==> config.mk <==
export PLATFORM = sky130hd
export DESIGN_NAME = lurt_tail
export DESIGN_NICKNAME = d
export VERILOG_FILES = /design/src/hdl/lurt_pkg.sv /design/src/hdl/lurt_tail.sv
export VERILOG_INCLUDE_DIRS = /design/src /design/src/hdl
export SDC_FILE = /design/constraint.sdc
export NUM_CORES = 1
export LEC_CHECK = 0
export ABC_AREA = 1
export BUFFER_PORTS_ARGS = -buffer_cell sky130_fd_sc_hd__buf_2
export CAP_MARGIN = 20
export CORE_AREA = 10 10 84 122
export CTS_BUF_LIST = sky130_fd_sc_hd__clkbuf_8 sky130_fd_sc_hd__clkbuf_16
export DETAILED_ROUTE_END_ITERATION = 12
export DIE_AREA = 0 0 94 132
export PLACE_DENSITY = 0.76
export SLEW_MARGIN = 20
export SYNTH_ARGS = -nofsm -noshare
export SYNTH_HDL_FRONTEND = slang
export SYNTH_SLANG_ARGS = --single-unit
==> constraint.sdc <==
create_clock -name clk -period 6.56 [get_ports clk]
set_clock_uncertainty 0.15 [all_clocks]
set_input_delay 1.64 -clock clk [delete_from_list [all_inputs] [get_ports clk]]
set_output_delay 1.64 -clock clk [all_outputs]
set_load 0.02 [all_outputs]
==> src/hdl/longest_unique_run_tracker_top_defines.svh <==
// assertion macros shared by the run tracker modules
`ifndef LONGEST_UNIQUE_RUN_TRACKER_TOP_DEFINES_SVH
`define LONGEST_UNIQUE_RUN_TRACKER_TOP_DEFINES_SVH

// condition in this cycle forces a check in the next one
`define LURT_ASSERT_NEXT(lbl, pre, post, msg) \
  lbl: assert property (@(posedge clk) disable iff (rst) (pre) |=> (post)) else $error(msg);

// condition and check in the same cycle
`define LURT_ASSERT_NOW(lbl, pre, post, msg) \
  lbl: assert property (@(posedge clk) disable iff (rst) (pre) |-> (post)) else $error(msg);

`endif

==> src/hdl/lurt_pkg.sv <==
// shared constants and the item record carried along the cell chain
package lurt_pkg;

  localparam int CODE_W            = 7;
  localparam int CODE_RANGE        = 2 ** CODE_W;
  localparam int POS_W             = 16;
  localparam int ALPHABET_SIZE_DEF = 128;
  localparam int S_DATA_W          = 8;
  localparam int M_DATA_W          = 16;

  localparam longint unsigned MAX_LEN   = 64'd65535;
  localparam longint unsigned POS_LIMIT = (64'd1 << POS_W) - 64'd1;
  localparam logic [POS_W-1:0] LEN_CAP  =
    POS_W'((MAX_LEN < POS_LIMIT) ? MAX_LEN : POS_LIMIT);

  typedef struct packed {
    logic [CODE_W-1:0] code;
    logic              eos;
    logic [POS_W-1:0]  pos;
    logic              skip;
    logic              too_long;
    logic [POS_W-1:0]  seen;
  } item_t;

endpackage

==> src/hdl/lurt_tail.sv <==
// window start and best length update, with the output register
`include "longest_unique_run_tracker_top_defines.svh"

module lurt_tail (
  input  logic                          clk,
  input  logic                          rst,
  input  logic                          in_valid,
  input  lurt_pkg::item_t               in_item,
  input  logic                          m_ready,
  output logic                          adv,
  output logic                          m_valid,
  output logic [lurt_pkg::POS_W-1:0]    result,
  output logic                          done,
  output logic                          too_long
);

  logic [lurt_pkg::POS_W-1:0] window_start;
  logic [lurt_pkg::POS_W-1:0] best;
  logic [lurt_pkg::POS_W-1:0] start_max;
  logic [lurt_pkg::POS_W-1:0] run_len;
  logic [lurt_pkg::POS_W-1:0] best_next;
  logic                       out_load;
  logic                       upd;

  assign out_load = !m_valid || m_ready;
  // an empty last cell lets the chain move even while a result waits
  assign adv      = out_load || !in_valid;
  assign upd      = in_valid && out_load;

  always_comb begin
    start_max = (in_item.seen > window_start) ? in_item.seen : window_start;
    run_len   = in_item.pos - start_max + 1'b1;
    if (in_item.skip) begin
      best_next = best;
    end else begin
      best_next = (run_len > best) ? run_len : best;
    end
  end

  always_ff @(posedge clk) begin
    if (rst) begin
      window_start <= '0;
      best         <= '0;
      m_valid      <= 1'b0;
    end else begin
      if (out_load) begin
        m_valid <= in_valid;
      end
      if (upd) begin
        if (in_item.eos) begin
          window_start <= '0;
          best         <= '0;
        end else if (!in_item.skip) begin
          window_start <= start_max;
          best         <= best_next;
        end
      end
    end
  end

  always_ff @(posedge clk) begin
    if (upd) begin
      result   <= best_next;
      done     <= in_item.eos;
      too_long <= in_item.too_long;
    end
  end

  `LURT_ASSERT_NEXT(a_best_mono, upd && !in_item.eos, best >= $past(best), "best length fell within a string")
  `LURT_ASSERT_NEXT(a_start_bound, upd && !in_item.eos && !in_item.skip, window_start <= $past(in_item.pos), "window start passed the position")
  `LURT_ASSERT_NEXT(a_result_nonzero, upd && !in_item.skip, result != '0, "zero length after a counted item")

endmodule

==> out/metrics.csv <==
stage,metric,value,unit
routing,vias_per_cell,5.23,
sta,relSlewSlack,0.431,
grt,antenna_found_initial,0,
yosys,ys_ff_latch,51,
yosys,ys_seq_area_frac,0.305,
routing,wl,10500,µm
hold_path,hold_depth,2,
routing,top_layer,met4,
yosys,synth_area_per_cell,7.55,µm²
grt,grt_max_degree,34,
routing,wl_met2,5860,µm
critical_path,crit_type,in2reg,
die,rows,40,
die,core,0.00801,mm²
critical_path,endpoint_kind,flop,
critical_path,worstReg2RegStart,window_start[7]$_SDFFE_PP0P_,
yosys,yosys_warnings,0,
die,die_w,94,µm
grt,grt_overflow,0,
cts,tritoncts,yes,
yosys,yosysMostFrequentCell,nand2_1,
yosys,synth_area,0.00394,mm²
placement,placed_area,0.00457,mm²
placement,dp_slack,-0.246,ns
final_layout,diodes,0,
placement,hpwlAfterDp,7880,µm
sta,setup_viol,0,
critical_path,slowest_stage,ha_1,
hold_path,hold_end,best[12]$_SDFFE_PP0P_,
power,p_leak,2.27,nW
power,power.density,316,mW/mm²
critical_path,cp.arrival,6.22,ns
cts,clock_latency,0.29,ns
yosys,syn_inst,521,
cts,htreeDepth,2,
routing,m1WireLength,3840,µm
outcome,status,completed,
yosys,synth_adder_area_share,0.199,
critical_path,timing.rr.end,best[1]$_SDFFE_PP0P_,
placement,gp_congestion,0.876,
die,start_util,0.491,
critical_path,required,6.56,ns
cts,holdBufCountCts,0,
yosys,synthXorXnorAreaFrac,0.0264,
yosys,synth_top_area_cell,ha_1,
yosys,synth_compound_area_frac,0.167,
hold_path,hold_start,best[12]$_SDFFE_PP0P_,
grt,grt_usage,0.159,
sta,hold_viol,0,
routing,drt_iter0_markers,200,
routing,post_drt_wl_per_cell,14.7,µm
placement,dpl.cell_count,709,
die,die-area,0.0124,mm²
yosys,netlist_top_cells_area,"ha_1 19%, dfxtp_1 17%, edfxtp_1 14%",
grt,grt_pass1_wl,16400,µm
critical_path,reg2reg_depth,38,
die,ios,66,
critical_path,critPathLaunchType,primary input,
placement,io_buffers,58,
yosys,synth_cell_types,37,
final_layout,final_cells,720,
critical_path,startpoint,in_item[7],
critical_path,slowest_delay,0.29,ns
final_layout,drive_gt1_frac,0.281,
yosys,synth_common_cells,"114 x nand2_1, 84 x inv_1, 61 x ha_1",
sta,clock.fmax,0.161,GHz
sta,slew_viol_final,0,
final_layout,nNetsFinal,722,
grt,grt_pass1_vias,3793,
yosys,synth-edff-count,18,
routing,wl_met3,476,µm
cts,cts_buffers,5,
yosys,synth_ff_type,dfxtp_1,
power,irDropWorstVdd,0.135,mV
sta,finalCriticalPeriod,6.22,ns
job,cap_violations,0,
sta,min_period_over_period,0.949,
routing,ant_nets,0,
sta,setup_ws,0.337,ns
sta,worst_pin_slew,0.853,ns
yosys,synth_top_family_by_area,adder cells,
cts,cts_sinks,51,
routing,num_vias,3768,
yosys,synth_nets,629,
cts,clockBufferDepth,2,
yosys,synthMuxAreaShare,0,
critical_path,reg2reg_slack,1.40,ns
yosys,synth_largest_type_area_fraction,0.194,
cts,clk_pin_slew,0.07,ns
yosys,synth-simple-area-share,0.194,
critical_path,critPathMostFrequentCell,nand2_1,
final_layout,syn_to_final_growth,27.4,%
routing,drcViolationCount,0,
routing,firstDrtPassIters,5,
yosys,async_flop_share,0,
final_layout,design_area,0.00501,mm²
hold_path,worstHoldPathType,reg2reg,
cts,cts_root_buf,clkbuf_16,
die,dieHeight,132,µm
critical_path,crit_fanout,11,
## worst max-delay path: cells and delay by family
kind | cells | cell delay [ns]
simple gates | 16 | 1.51
buf+inv | 9 | 1.00
compound gates | 9 | 1.00
fa+ha+maj | 4 | 1.05
## state kept, by name (all words and copies together) (netlist names)
signal	cells
result	16
done	1
m_valid	1
best	16
window_start	16
too_long	1
## worst max-delay path by stage
stage	endpoint	slack, ns	cells past startpoint
after global routing	best[7]$_SDFFE_PP0P_	-0.06	36
after global placement	result[15]$_DFFE_PP_	-0.12	30
after floorplan	result[15]$_DFFE_PP_	0.57	31
final	best[1]$_SDFFE_PP0P_	0.34	38
after CTS	result[15]$_DFFE_PP_	0.04	34
after detailed placement	result[15]$_DFFE_PP_	-0.25	34
## final cells by class
class / instances / area [µm²]
tap: 105 / 131
sequential: 51 / 1200
multi-input combinational: 367 / 2510
fill: 692 / 2990
timing repair buffer: 100 / 666
clock inverter: 3 / 43.8
clock buffer: 5 / 125
inverter: 89 / 339
## layer usage
| metal | vias up | track usage |
|---|---|---|
| met3 | 28 | 0.0268 |
| met1 | 1721 | 0.160 |
| met5 | - | 0 |
| li1 | 1913 | - |
| met2 | 106 | 0.302 |
| met4 | 0 | 0.0703 |
## cells in the final DEF, fill, tap and decap left out, drive strengths merged, types with 2 or more instances in the layout
master  count
a21oi      48
and2        2
buf        98
clkbuf      7
clkinv      4
dfxtp      33
edfxtp     18
ha         61
inv        87
nand2     119
nand3      22
nand4       3
nor2       31
nor3        3
o21a        2
o21ai      44
o22ai      14
xnor2       5
xor2        6
## cells by family (layout without fill, tap and decap cells)
logic type / after synthesis / in the layout
buffers and inverters: 103 / 197
DFF: 51 / 51
adders and majority gates: 62 / 62
and+or+nand+nor: 182 / 182
AOI/OAI and AO/OA: 112 / 112
xor gates and xnor gates: 11 / 11
## where the power goes
group	switching [mW]	total (mW)	internal, mW
clock	0.121	0.301	0.180
combinational	0.498	0.895	0.396
sequential	0.0104	0.389	0.378
## stage by stage
step,total power [mW],setup TNS [ns],hold WS (ns),utilization
finish,1.58,0,0.316,0.626
global route,1.70,-0.308,0.336,0.626
CTS,1.48,0,0.317,0.592
detailed placement,1.17,-4.70,0.306,0.571
global placement,1.15,-0.802,0.302,0.571
floorplan,0.922,0,0.291,-
## repair_timing
| item | 4_1_cts | 5_1_grt |
|---|---|---|
| setup endpoints to repair | 0 | 32 |
| setup buffers | 0 | 1 |
| resized for setup | 0 | 44 |
| hold endpoints to repair | 0 | 0 |
Power figures use the tool's default switching activity.
