`config.mk`:
```
export PLATFORM = sky130hd
export DESIGN_NAME = lurt_cell
export DESIGN_NICKNAME = d
export VERILOG_FILES = /design/src/hdl/lurt_pkg.sv /design/src/hdl/lurt_cell.sv
export VERILOG_INCLUDE_DIRS = /design/src /design/src/hdl
export SDC_FILE = /design/constraint.sdc
export NUM_CORES = 1
export LEC_CHECK = 0
export BUFFER_PORTS_ARGS = -buffer_cell sky130_fd_sc_hd__buf_2
export CAP_MARGIN = 20
export CORE_AREA = 8 8 84 86
export CTS_CLUSTER_DIAMETER = 200
export CTS_CLUSTER_SIZE = 40
export DETAILED_ROUTE_END_ITERATION = 7
export DIE_AREA = 0 0 92 94
export GPL_TIMING_DRIVEN = 0
export PLACE_DENSITY = 0.72
export SLEW_MARGIN = 10
export SYNTH_ARGS = -nofsm -noshare
export SYNTH_HDL_FRONTEND = slang
export SYNTH_SLANG_ARGS = --single-unit
```
`constraint.sdc`:
```
create_clock -name clk -period 2.27 [get_ports clk]
set_input_delay 0.454 -clock clk [delete_from_list [all_inputs] [get_ports clk]]
set_output_delay 0.454 -clock clk [all_outputs]
set_load 0.005 [all_outputs]
```
`src/hdl/longest_unique_run_tracker_top_defines.svh`:
```
// assertion macros shared by the run tracker modules
`ifndef LONGEST_UNIQUE_RUN_TRACKER_TOP_DEFINES_SVH
`define LONGEST_UNIQUE_RUN_TRACKER_TOP_DEFINES_SVH

// condition in this cycle forces a check in the next one
`define LURT_ASSERT_NEXT(lbl, pre, post, msg) \
  lbl: assert property (@(posedge clk) disable iff (rst) (pre) |=> (post)) else $error(msg);

// condition and check in the same cycle
`define LURT_ASSERT_NOW(lbl, pre, post, msg) \
  lbl: assert property (@(posedge clk) disable iff (rst) (pre) |-> (post)) else $error(msg);

`endif

```
`src/hdl/lurt_pkg.sv`:
```
// shared constants and the item record carried along the cell chain
package lurt_pkg;

  localparam int CODE_W            = 7;
  localparam int CODE_RANGE        = 2 ** CODE_W;
  localparam int POS_W             = 16;
  localparam int ALPHABET_SIZE_DEF = 128;
  localparam int S_DATA_W          = 8;
  localparam int M_DATA_W          = 16;

  localparam longint unsigned MAX_LEN   = 64'd65535;
  localparam longint unsigned POS_LIMIT = (64'd1 << POS_W) - 64'd1;
  localparam logic [POS_W-1:0] LEN_CAP  =
    POS_W'((MAX_LEN < POS_LIMIT) ? MAX_LEN : POS_LIMIT);

  typedef struct packed {
    logic [CODE_W-1:0] code;
    logic              eos;
    logic [POS_W-1:0]  pos;
    logic              skip;
    logic              too_long;
    logic [POS_W-1:0]  seen;
  } item_t;

endpackage

```
`src/hdl/lurt_cell.sv`:
```
// one table entry of the chain: looks up and updates the entry as an item passes
`include "longest_unique_run_tracker_top_defines.svh"

module lurt_cell #(
  parameter int IDX   = 0,
  parameter int ALPHA = lurt_pkg::ALPHABET_SIZE_DEF
) (
  input  logic            clk,
  input  logic            rst,
  input  logic            adv,
  input  logic            in_valid,
  input  lurt_pkg::item_t in_item,
  output logic            out_valid,
  output lurt_pkg::item_t out_item
);

  // codes that fold onto this entry
  localparam int NUM_ALIAS = (lurt_pkg::CODE_RANGE - 1 - IDX) / ALPHA + 1;

  logic [lurt_pkg::POS_W-1:0] entry;
  logic                       match;

  always_comb begin
    match = 1'b0;
    for (int k = 0; k < NUM_ALIAS; k++) begin
      if (in_item.code == lurt_pkg::CODE_W'(IDX + k * ALPHA)) begin
        match = 1'b1;
      end
    end
  end

  always_ff @(posedge clk) begin
    if (rst) begin
      entry     <= '0;
      out_valid <= 1'b0;
    end else if (adv) begin
      out_valid <= in_valid;
      if (in_valid) begin
        // end of string empties every entry behind the last item
        if (in_item.eos) begin
          entry <= '0;
        end else if (match && !in_item.skip) begin
          entry <= in_item.pos + 1'b1;
        end
      end
    end
  end

  always_ff @(posedge clk) begin
    if (adv) begin
      out_item <= in_item;
      if (match) begin
        out_item.seen <= entry;
      end
    end
  end

  `LURT_ASSERT_NEXT(a_cell_clear, adv && in_valid && in_item.eos, entry == '0, "entry not cleared at end of string")
  `LURT_ASSERT_NEXT(a_cell_write, adv && in_valid && !in_item.eos && !in_item.skip && match, entry == $past(in_item.pos) + 1'b1, "entry not written with position plus one")
  `LURT_ASSERT_NEXT(a_cell_hold, !adv, $stable(entry), "entry changed while chain stalled")

endmodule

```
==> results of run 1 <==
## layout make-up
type | count | area [um2] | share of cell area, %
Sequential cell | 59 | 1600 | 51.4
Multi-Input combinational cell | 95 | 767 | 24.6
Timing Repair Buffer | 88 | 463 | 14.8
Clock buffer | 12 | 135 | 4.33
Tap cell | 75 | 93.8 | 3.01
Buffer | 4 | 32.5 | 1.04
Clock inverter | 4 | 17.5 | 0.562
Inverter | 2 | 7.51 | 0.241
## metrics by stage
step                hold slack (ns)  std cells
floorplan                     0.443        161
global placement              0.459        323
detailed placement            0.463        323
CTS                           0.297        339
global route                  0.307        339
finish                        0.308        339
## flip-flops by register name, indices dropped and copies added (netlist names)
| signal | cells |
|---|---|
| entry | 16 |
| out_item | 42 |
| out_valid | 1 |
## what timing repair did
| item | CTS | global route |
|---|---|---|
| resized for setup | 2 | 2 |
| endpoints found under the setup margin | 11 | 2 |
| gates cloned | 0 | 1 |
## critical path, delay by kind of cell
| kind | cells | cell delay [ns] |
|---|---|---|
| and+or+nand+nor | 3 | 1.61 |
| buffers and inverters | 2 | 0.29 |
| AOI/OAI and AO/OA | 1 | 0.13 |
## power breakdown
| group | switching, mW | internal [mW] |
|---|---|---|
| clock | 0.370 | 0.385 |
| combinational | 0.107 | 0.0953 |
| sequential | 0.0141 | 1.22 |
## synthesized netlist by cell type, types with 3 or more instances
master and number:
sky130_fd_sc_hd__o21ai_0 8, sky130_fd_sc_hd__o2bb2ai_2 9, sky130_fd_sc_hd__nor3_1 5, sky130_fd_sc_hd__mux2_2 16, sky130_fd_sc_hd__dfxtp_1 17, sky130_fd_sc_hd__xnor2_1 9, sky130_fd_sc_hd__edfxtp_1 42, sky130_fd_sc_hd__nand3_1 7
sky130_fd_sc_hd__xor2_1 3, sky130_fd_sc_hd__nor4_1 4, sky130_fd_sc_hd__or4_4 3, sky130_fd_sc_hd__nand2_1 7, sky130_fd_sc_hd__a21oi_1 8, sky130_fd_sc_hd__nand4_1 6
## logic make-up (layout without fill, tap and decap cells)
| family | count (synthesis) | in the layout | synth area share [%] |
|---|---|---|---|
| AOI/OAI and AO/OA | 29 | 29 | 10.4 |
| xor gates and xnor gates | 12 | 12 | 4.36 |
| adders and majority gates | 1 | 1 | 0.519 |
| buffers and inverters | 7 | 110 | 1.71 |
| DFF | 59 | 59 | 66.5 |
| muxes | 16 | 16 | 7.48 |
| and+or+nand+nor | 37 | 37 | 9.09 |
## metal layers
metal	vias to the layer above	global-route usage (%)
met5	-	0
met4	0	6.85
met3	9	4.00
met2	52	22.4
met1	772	13.6
li1	830	-
## how the worst max path moves through the flow
stage / endpoint / from / slack [ns]
2_1_floorplan: entry[14] / in_item[35] / -0.08
3_5_place_dp: out_item[5] / in_item[35] / -0.38
5_1_grt: entry[14] / in_item[35] / -0.004
4_1_cts: entry[8] / in_item[35] / 0.04
6_report: entry[14] / in_item[35] / 0.05
3_3_place_gp: out_item[14] / in_item[35] / -0.33
==> results.ini, run 1 <==
[routing]
route.antenna.remaining_nets = 0
number_of_drc_markers_in_iteration_0 = 66
route.vias.total = 1663
drt-met1-wl_um = 2250
routed_via_density = 4.91
detail_route.wl_per_cell_um = 16.6
wl_met3_um = 378
residual_drc_count = 0
first_pass_iters = 4
wl_um = 5620
met2_wirelength_um = 2890
uppermost_signal_routing_layer_after_detailed_routing = met4

[logic_synthesis]
ys_warn_count = 0
synth_area_leader_cell = sky130_fd_sc_hd__edfxtp_1
seq_area_frac_synth_pct = 66.5
netlist_area_mm2 = 0.00241
synth_top_area_share_pct = 52.3
synth-seq-cells = 59
synth.lib_cells_used.distinct = 26
yosys_most_used_dff = sky130_fd_sc_hd__edfxtp_1
synthArstFlopShare_pct = 0
synthesized_instance_count = 161
syn_area_per_cell_um2 = 15.0
synth_enable_flop_cells = 42
syn-num-nets = 208
cells_taking_the_most_area_after_synthesis = sky130_fd_sc_hd__edfxtp_1 (52%), sky130_fd_sc_hd__dfxtp_1 (14%), sky130_fd_sc_hd__mux2_2 (7.5%)

[global_routing]
globalRoute.totalOverflow = 0
grt_max_degree = 46
antenna_violations_before_repair = 0
total_track_usage_pct = 12.8
grt_first_pass_wirelength_um = 8510
vias_in_the_first_global_route = 1750

[run_status]
run_status = finished clean

[die]
num_io_pins = 89
core_area_mm2 = 0.00575
std_cell_rows = 28
design.die.area_mm2 = 0.00865
initial_utilization_pct = 41.9
die_x_um = 92
chipHeight_um = 94

[setup_path]
rrSetupSlack_ns = 1.44
critical-path-max-stage-delay_ns = 0.56
critPathRequiredTime_ns = 2.53
worstReg2RegEnd = out_item[14]
path_class = primary input to flip-flop
crit_top_cell = sky130_fd_sc_hd__or4_4
worstPathArrival_ns = 2.49
path_cells = buf_2 -> or4_4 -> or4_4 -> or4_4 -> clkbuf_16 -> o2bb2ai_2
critical_path.startpoint_type = primary input
ff2ff_path_depth = 1
worst_path_maximum_fanout = 8
critPathSlowestCell = sky130_fd_sc_hd__or4_4
worst_r2r_startpoint = entry[14]
setup.worst_path.end_class = flip-flop

[clock_network]
post-cts-setup-buffers = 0
clock-root-buffer = sky130_fd_sc_hd__clkbuf_8
cts_tree = done
cts.path.max_buffers = 2
post_cts_hold_buffer_count = 0
cts_inserted_buffers = 9
clk_transition_reported_paths_ns = 0.07
cts_htree_levels = 3
cts_sinks = 59
clock_insertion_delay_worst_skew_ns = 0.33

[place]
gp_routability_congestion = 0.764
port-buffer-count = 87
dp_hpwl_um = 4120
place_ws_ns = -0.381
detailed_place.area_mm2 = 0.00294

[worst_hold_path]
startpoint_of_the_tightest_hold_check_path = in_item[16]
hp-class = primary input to flip-flop
hold_worst_path_end = out_item[16]
worstHoldPathCells = 1

[timing]
period_share_pct = 97.9
tightestPinTransition_ns = 0.784
fin_worst_skew_ns = 0.00453
max_clock_freq_mhz = 450
finalSetupViolCount = 0
final_critical_path_setup_slack_ns = 0.0487
finalWorstPathRequiredPeriod_ns = 2.22
final_hold_viol_count = 0
fin_setup_tns_ns = 0
slew_violations = 0
slew_headroom_pct = 47.3

[final_layout]
nets = 306
layout.cell_area.non_filler_mm2 = 0.00312
antenna_cells = 0
most_frequent_standard_cell_in_the_layout_excluding_fill_and_tap_cells = sky130_fd_sc_hd__buf_2
final_cell_mix = sky130_fd_sc_hd__buf_2 (86), sky130_fd_sc_hd__edfxtp_1 (42), sky130_fd_sc_hd__dfxtp_1 (17)
fin_util_pct = 54.3
area_growth_pct = 29.4
fraction_of_layout_cells_with_a_size_suffix_above_1_pct = 49.6
fillCellCount = 504

[job]
maxCapViolations = 0

[power_and_ir_drop]
power_density_mw_per_mm2 = 704
total_power_mw = 2.19
p_leak_nw = 1.21
vdd_drop_max_mv = 0.357

Note: power is estimated with default switching activity, not from simulation.
==> run 2: changes to the inputs <==
--- a/config.mk
+++ b/config.mk
@@ -8,13 +8,15 @@
 export LEC_CHECK = 0
 export BUFFER_PORTS_ARGS = -buffer_cell sky130_fd_sc_hd__buf_2
 export CAP_MARGIN = 20
-export CORE_AREA = 8 8 84 86
+export CELL_PAD_IN_SITES_DETAIL_PLACEMENT = 1
+export CELL_PAD_IN_SITES_GLOBAL_PLACEMENT = 1
+export CORE_AREA = 8 8 102 86
 export CTS_CLUSTER_DIAMETER = 200
 export CTS_CLUSTER_SIZE = 40
 export DETAILED_ROUTE_END_ITERATION = 7
-export DIE_AREA = 0 0 92 94
+export DIE_AREA = 0 0 110 94
 export GPL_TIMING_DRIVEN = 0
-export PLACE_DENSITY = 0.72
+export PLACE_DENSITY = 0.73
 export SLEW_MARGIN = 10
 export SYNTH_ARGS = -nofsm -noshare
 export SYNTH_HDL_FRONTEND = slang
==> constraint.sdc (replaced) <==
create_clock -name clk -period 1.8 [get_ports clk]
set_input_delay 0.36 -clock clk [delete_from_list [all_inputs] [get_ports clk]]
set_output_delay 0.36 -clock clk [all_outputs]
set_load 0.005 [all_outputs]
==> results.ini, run 2 (synthesis results as in run 1) <==
[run_status]
run_status = finished with violations
failed_checks = negative setup slack

[final_layout]
largest_registers = out_item (42), entry (16), out_valid (1)
antenna_cells = 0
fin_util_pct = 46.5
fraction_of_layout_cells_with_a_size_suffix_above_1_pct = 51.9
nets = 310
regMostFlops = out_item
final_cell_mix = sky130_fd_sc_hd__buf_2 (85), sky130_fd_sc_hd__edfxtp_1 (42), sky130_fd_sc_hd__dfxtp_1 (17)
layout.cell_area.non_filler_mm2 = 0.00331
stdcell_count = 358
max_reg_flops = 42
area_growth_pct = 37.2
most_frequent_standard_cell_in_the_layout_excluding_fill_and_tap_cells = sky130_fd_sc_hd__buf_2

[setup_path]
path_class = primary input to flip-flop
setup.worst_path.end_class = flip-flop
worstPathArrival_ns = 2.26
endpoint = entry[13]
ff2ff_path_depth = 1
worstReg2RegEnd = out_item[11]
worst_path_maximum_fanout = 9
rrSetupSlack_ns = 0.96
critPathSlowestCell = sky130_fd_sc_hd__or4_4
worst_r2r_startpoint = entry[11]
critPathRequiredTime_ns = 2.07
path_cells = buf_6 -> or4_4 -> or4_4 -> or4_4 -> buf_12 -> o2bb2ai_2
critical_path.startpoint_type = primary input
critical-path-max-stage-delay_ns = 0.55
crit_top_cell = sky130_fd_sc_hd__or4_4
worstSetupStartpoint = in_item[35]

[routing]
routed_via_density = 4.84
first_pass_iters = 4
residual_drc_count = 0
route.vias.total = 1734
number_of_drc_markers_in_iteration_0 = 38
wl_um = 6490
route.antenna.remaining_nets = 0
detail_route.wl_per_cell_um = 18.1

[die]
num_io_pins = 89
die_x_um = 110
chipHeight_um = 94
core_area_mm2 = 0.00711
std_cell_rows = 28
initial_utilization_pct = 33.9
design.die.area_mm2 = 0.0103

[global_routing]
globalRoute.totalOverflow = 0
total_track_usage_pct = 12.9
antenna_violations_before_repair = 0
grt_first_pass_wirelength_um = 9890
vias_in_the_first_global_route = 1905
grt_max_degree = 46

[job]
maxCapViolations = 0

[timing]
finalWorstPathRequiredPeriod_ns = 1.98
slew_violations = 0
final_critical_path_setup_slack_ns = -0.183
unrepaired_setup_endpoints_after_global_routing = true
slew_headroom_pct = 51.8
fin_setup_tns_ns = -3.44
period_share_pct = 110
hold_slack_ns = 0.191
final_hold_viol_count = 0
tightestPinTransition_ns = 0.724
max_clock_freq_mhz = 504
finalSetupViolCount = 25
fin_worst_skew_ns = 0.00278

[clock_network]
clock-root-buffer = sky130_fd_sc_hd__clkbuf_8
clk_transition_reported_paths_ns = 0.06
cts.path.max_buffers = 2
cts_tree = done
cts_inserted_buffers = 9
cts_sinks = 59
clock_insertion_delay_worst_skew_ns = 0.34
cts_htree_levels = 3

[place]
dp_hpwl_um = 4690
port-buffer-count = 87
place_ws_ns = -0.771
gp_routability_congestion = 0.782
placed_cells = 338
detailed_place.area_mm2 = 0.00296

[power_and_ir_drop]
p_leak_nw = 1.30
power_density_mw_per_mm2 = 982
vdd_drop_max_mv = 0.427
total_power_mw = 3.25

[worst_hold_path]
hp-class = primary input to flip-flop

-- run 2: cell types whose count changed in the layout (fill, tap and decap cells not counted), moves of 2 or more --
cell / previous run / this run
sky130_fd_sc_hd__bufinv_16: 0 / 3
sky130_fd_sc_hd__buf_6: 0 / 3
sky130_fd_sc_hd__buf_4: 1 / 3
sky130_fd_sc_hd__clkbuf_1: 4 / 2
-- run 2: layer usage --
metal	vias to the layer above	track usage [%]	share of wire, %
met3	6	7.75	12
met4	0	3.59	0.82
met2	72	20.3	47
met1	822	14.4	40
met5	-	0	0
li1	834	-	-
-- run 2: cell type report --
class | instances | area (um2)
plain buffers | 4 | 52.6
clock buffers | 10 | 128
clock inverters | 6 | 104
fillers | 767 | 3800
inverters | 2 | 7.51
multi-input cells | 95 | 795
flip-flops and latches | 59 | 1600
well taps | 90 | 113
repair buffers | 92 | 507
-- run 2: what timing repair did --
| action | CTS | global route |
|---|---|---|
| resized for setup | 10 | 3 |
| endpoints found under the setup margin | 26 | 32 |
| hold buffers | 0 | 0 |
| buffers inserted | 3 | 1 |
| gates cloned | 1 | 0 |
-- run 2: worst min path at each step --
stage / end / cells past startpoint / from
2_1_floorplan: entry[10] / 1 / entry[10]
3_3_place_gp: out_valid / 2 / out_valid
3_5_place_dp: entry[10] / 1 / entry[10]
4_1_cts: out_item[35] / 1 / in_item[35]
5_1_grt: out_item[35] / 1 / in_item[35]
6_report: out_item[35] / 1 / in_item[35]
-- run 2: critical path: cells and delay by family --
kind / cells / cell delay, ns
AO/OA/AOI/OAI: 1 / 0.13
buffers and inverters: 2 / 0.26
AND/OR/NAND/NOR: 3 / 1.51
-- run 2: power breakdown --
group / switching [mW] / internal (mW) / total (mW)
sequential: 0.0176 / 1.54 / 1.56
combinational: 0.146 / 0.125 / 0.271
clock: 0.510 / 0.910 / 1.42
total: 0.674 / 2.58 / 3.25
==> run 3: changes to the inputs <==
--- a/config.mk
+++ b/config.mk
@@ -10,14 +10,15 @@
 export CAP_MARGIN = 20
 export CELL_PAD_IN_SITES_DETAIL_PLACEMENT = 1
 export CELL_PAD_IN_SITES_GLOBAL_PLACEMENT = 1
-export CORE_AREA = 8 8 102 86
+export CORE_AREA = 8 8 99 83
 export CTS_CLUSTER_DIAMETER = 200
 export CTS_CLUSTER_SIZE = 40
 export DETAILED_ROUTE_END_ITERATION = 7
-export DIE_AREA = 0 0 110 94
+export DIE_AREA = 0 0 107 91
 export GPL_TIMING_DRIVEN = 0
-export PLACE_DENSITY = 0.73
+export PLACE_DENSITY = 0.75
 export SLEW_MARGIN = 10
 export SYNTH_ARGS = -nofsm -noshare
 export SYNTH_HDL_FRONTEND = slang
 export SYNTH_SLANG_ARGS = --single-unit
+export TNS_END_PERCENT = 20
==> constraint.sdc (replaced) <==
create_clock -name clk -period 1.9 [get_ports clk]
set_input_delay 0.38 -clock clk [delete_from_list [all_inputs] [get_ports clk]]
set_output_delay 0.38 -clock clk [all_outputs]
set_load 0.005 [all_outputs]
==> results.ini, run 3 (synthesis results as in run 1) <==
[job]
maxCapViolations = 0

[final_layout]
area_growth_pct = 35.2
most_frequent_standard_cell_in_the_layout_excluding_fill_and_tap_cells = sky130_fd_sc_hd__buf_2
seqCellArea_mm2 = 0.00160
max_reg_flops = 42
regMostFlops = out_item
fraction_of_layout_cells_with_a_size_suffix_above_1_pct = 51.5
nets = 310
final_cell_mix = sky130_fd_sc_hd__buf_2 (84), sky130_fd_sc_hd__edfxtp_1 (42), sky130_fd_sc_hd__dfxtp_1 (17)
layout.cell_area.non_filler_mm2 = 0.00326
multi_input_area_um2 = 776
antenna_cells = 0
fin_util_pct = 49.0
stdcell_count = 355
largest_registers = out_item (42), entry (16), out_valid (1)
fillCellCount = 729

[run_status]
run_status = finished with violations
failed_checks = negative setup slack

[place]
dp_hpwl_um = 4670
detailed_place.area_mm2 = 0.00295
place_ws_ns = -0.682
gp_routability_congestion = 0.752
placed_cells = 335
port-buffer-count = 87

[setup_path]
worst_path_maximum_fanout = 9
critical_path.startpoint_type = primary input
worstPathArrival_ns = 2.31
setup.worst_path.end_class = flip-flop
critPathRequiredTime_ns = 2.16
path_class = primary input to flip-flop

[timing]
final_critical_path_setup_slack_ns = -0.153
final_hold_viol_count = 0
tightestPinTransition_ns = 0.666
unrepaired_setup_endpoints_after_global_routing = true
fin_setup_tns_ns = -2.48
finalSetupViolCount = 25
finalWorstPathRequiredPeriod_ns = 2.05
slew_headroom_pct = 55.6
slew_violations = 0
fin_worst_skew_ns = 0.00839
period_share_pct = 108
hold_slack_ns = 0.223
max_clock_freq_mhz = 487

[die]
num_io_pins = 89
die_x_um = 107
std_cell_rows = 27
core_area_mm2 = 0.00666
initial_utilization_pct = 36.2
design.die.area_mm2 = 0.00974
chipHeight_um = 91

[power_and_ir_drop]
power.share.combinational_pct = 8.7
vdd_drop_max_mv = 0.588
clock_power_share_pct = 41.0
pwr-share-seq_pct = 50.2
p_leak_nw = 1.26
power_density_mw_per_mm2 = 902
netSwitchingFraction_pct = 21.3
internal_power_mw = 2.31
total_power_mw = 2.94
power.net_switching_mw = 0.625

[global_routing]
antenna_violations_before_repair = 0
vias_in_the_first_global_route = 1855
total_track_usage_pct = 13.2
globalRoute.totalOverflow = 0
grt_max_degree = 46
grt_first_pass_wirelength_um = 9900

[clock_network]
cts_sinks = 59
cts.path.max_buffers = 2
clock-root-buffer = sky130_fd_sc_hd__clkbuf_8
cts_tree = done
clk_transition_reported_paths_ns = 0.06
cts_inserted_buffers = 9
clock_insertion_delay_worst_skew_ns = 0.33
cts_htree_levels = 3

[routing]
number_of_drc_markers_in_iteration_0 = 38
first_pass_iters = 4
routed_via_density = 4.86
detail_route.wl_per_cell_um = 17.8
residual_drc_count = 0
route.vias.total = 1726
route.antenna.remaining_nets = 0
wl_um = 6310

[worst_hold_path]
hp-class = primary input to flip-flop

==> run 3: cell count changes in the layout (fill, tap and decap cells not counted), sizes merged <==
cell | before | now
buf | 93 | 94
bufinv | 3 | 2
==> run 3: path summary, 6_finish.rpt <==
kind,to,cells after the start,from,slack (ns)
max,entry[7],6,in_item[35],-0.15
min,out_item[35],1,in_item[35],0.22
max reg2reg,out_item[13],1,entry[13],1.04
min reg2reg,entry[8],1,entry[8],0.47
==> run 3: layer usage <==
| layer | track usage, % | share of wire (%) | vias up |
|---|---|---|---|
| li1 | - | - | 830 |
| met1 | 15.4 | 44 | 837 |
| met2 | 21.5 | 49 | 55 |
| met3 | 5.51 | 6.5 | 4 |
| met4 | 4.56 | 0.62 | 0 |
| met5 | 0 | 0 | - |
==> run 3: power groups by stage <==
stage | clock [mW] | sequential (mW) | combinational, mW
floorplan | 0 | 1.52 | 0.0633
global placement | 0 | 1.50 | 0.247
detailed placement | 0 | 1.51 | 0.254
CTS | 1.25 | 1.48 | 0.261
global route | 1.29 | 1.48 | 0.280
finish | 1.21 | 1.48 | 0.256
==> run 3: critical path: stages <==
cell and delay (ns):
sky130_fd_sc_hd__buf_6 0.09, sky130_fd_sc_hd__or4_4 0.53, sky130_fd_sc_hd__or4_4 0.50, sky130_fd_sc_hd__or4_4 0.51, sky130_fd_sc_hd__buf_12 0.17, sky130_fd_sc_hd__o2bb2ai_2 0.13
==> run 3: final cells by class <==
class                           instances  area share (%)
Sequential cell                        59            49.2
Multi-Input combinational cell         95            23.8
Timing Repair Buffer                   92            15.4
Clock buffer                           11            4.03
Tap cell                               87            3.34
Clock inverter                          5            2.38
Buffer                                  4            1.61
Inverter                                2           0.230
==> run 3: repair_timing <==
item	4_1_cts	5_1_grt
hold buffers	0	0
gates cloned	1	0
setup endpoints to repair	26	25
pin swaps	5	0
setup buffers	4	0
gates resized for setup	13	1
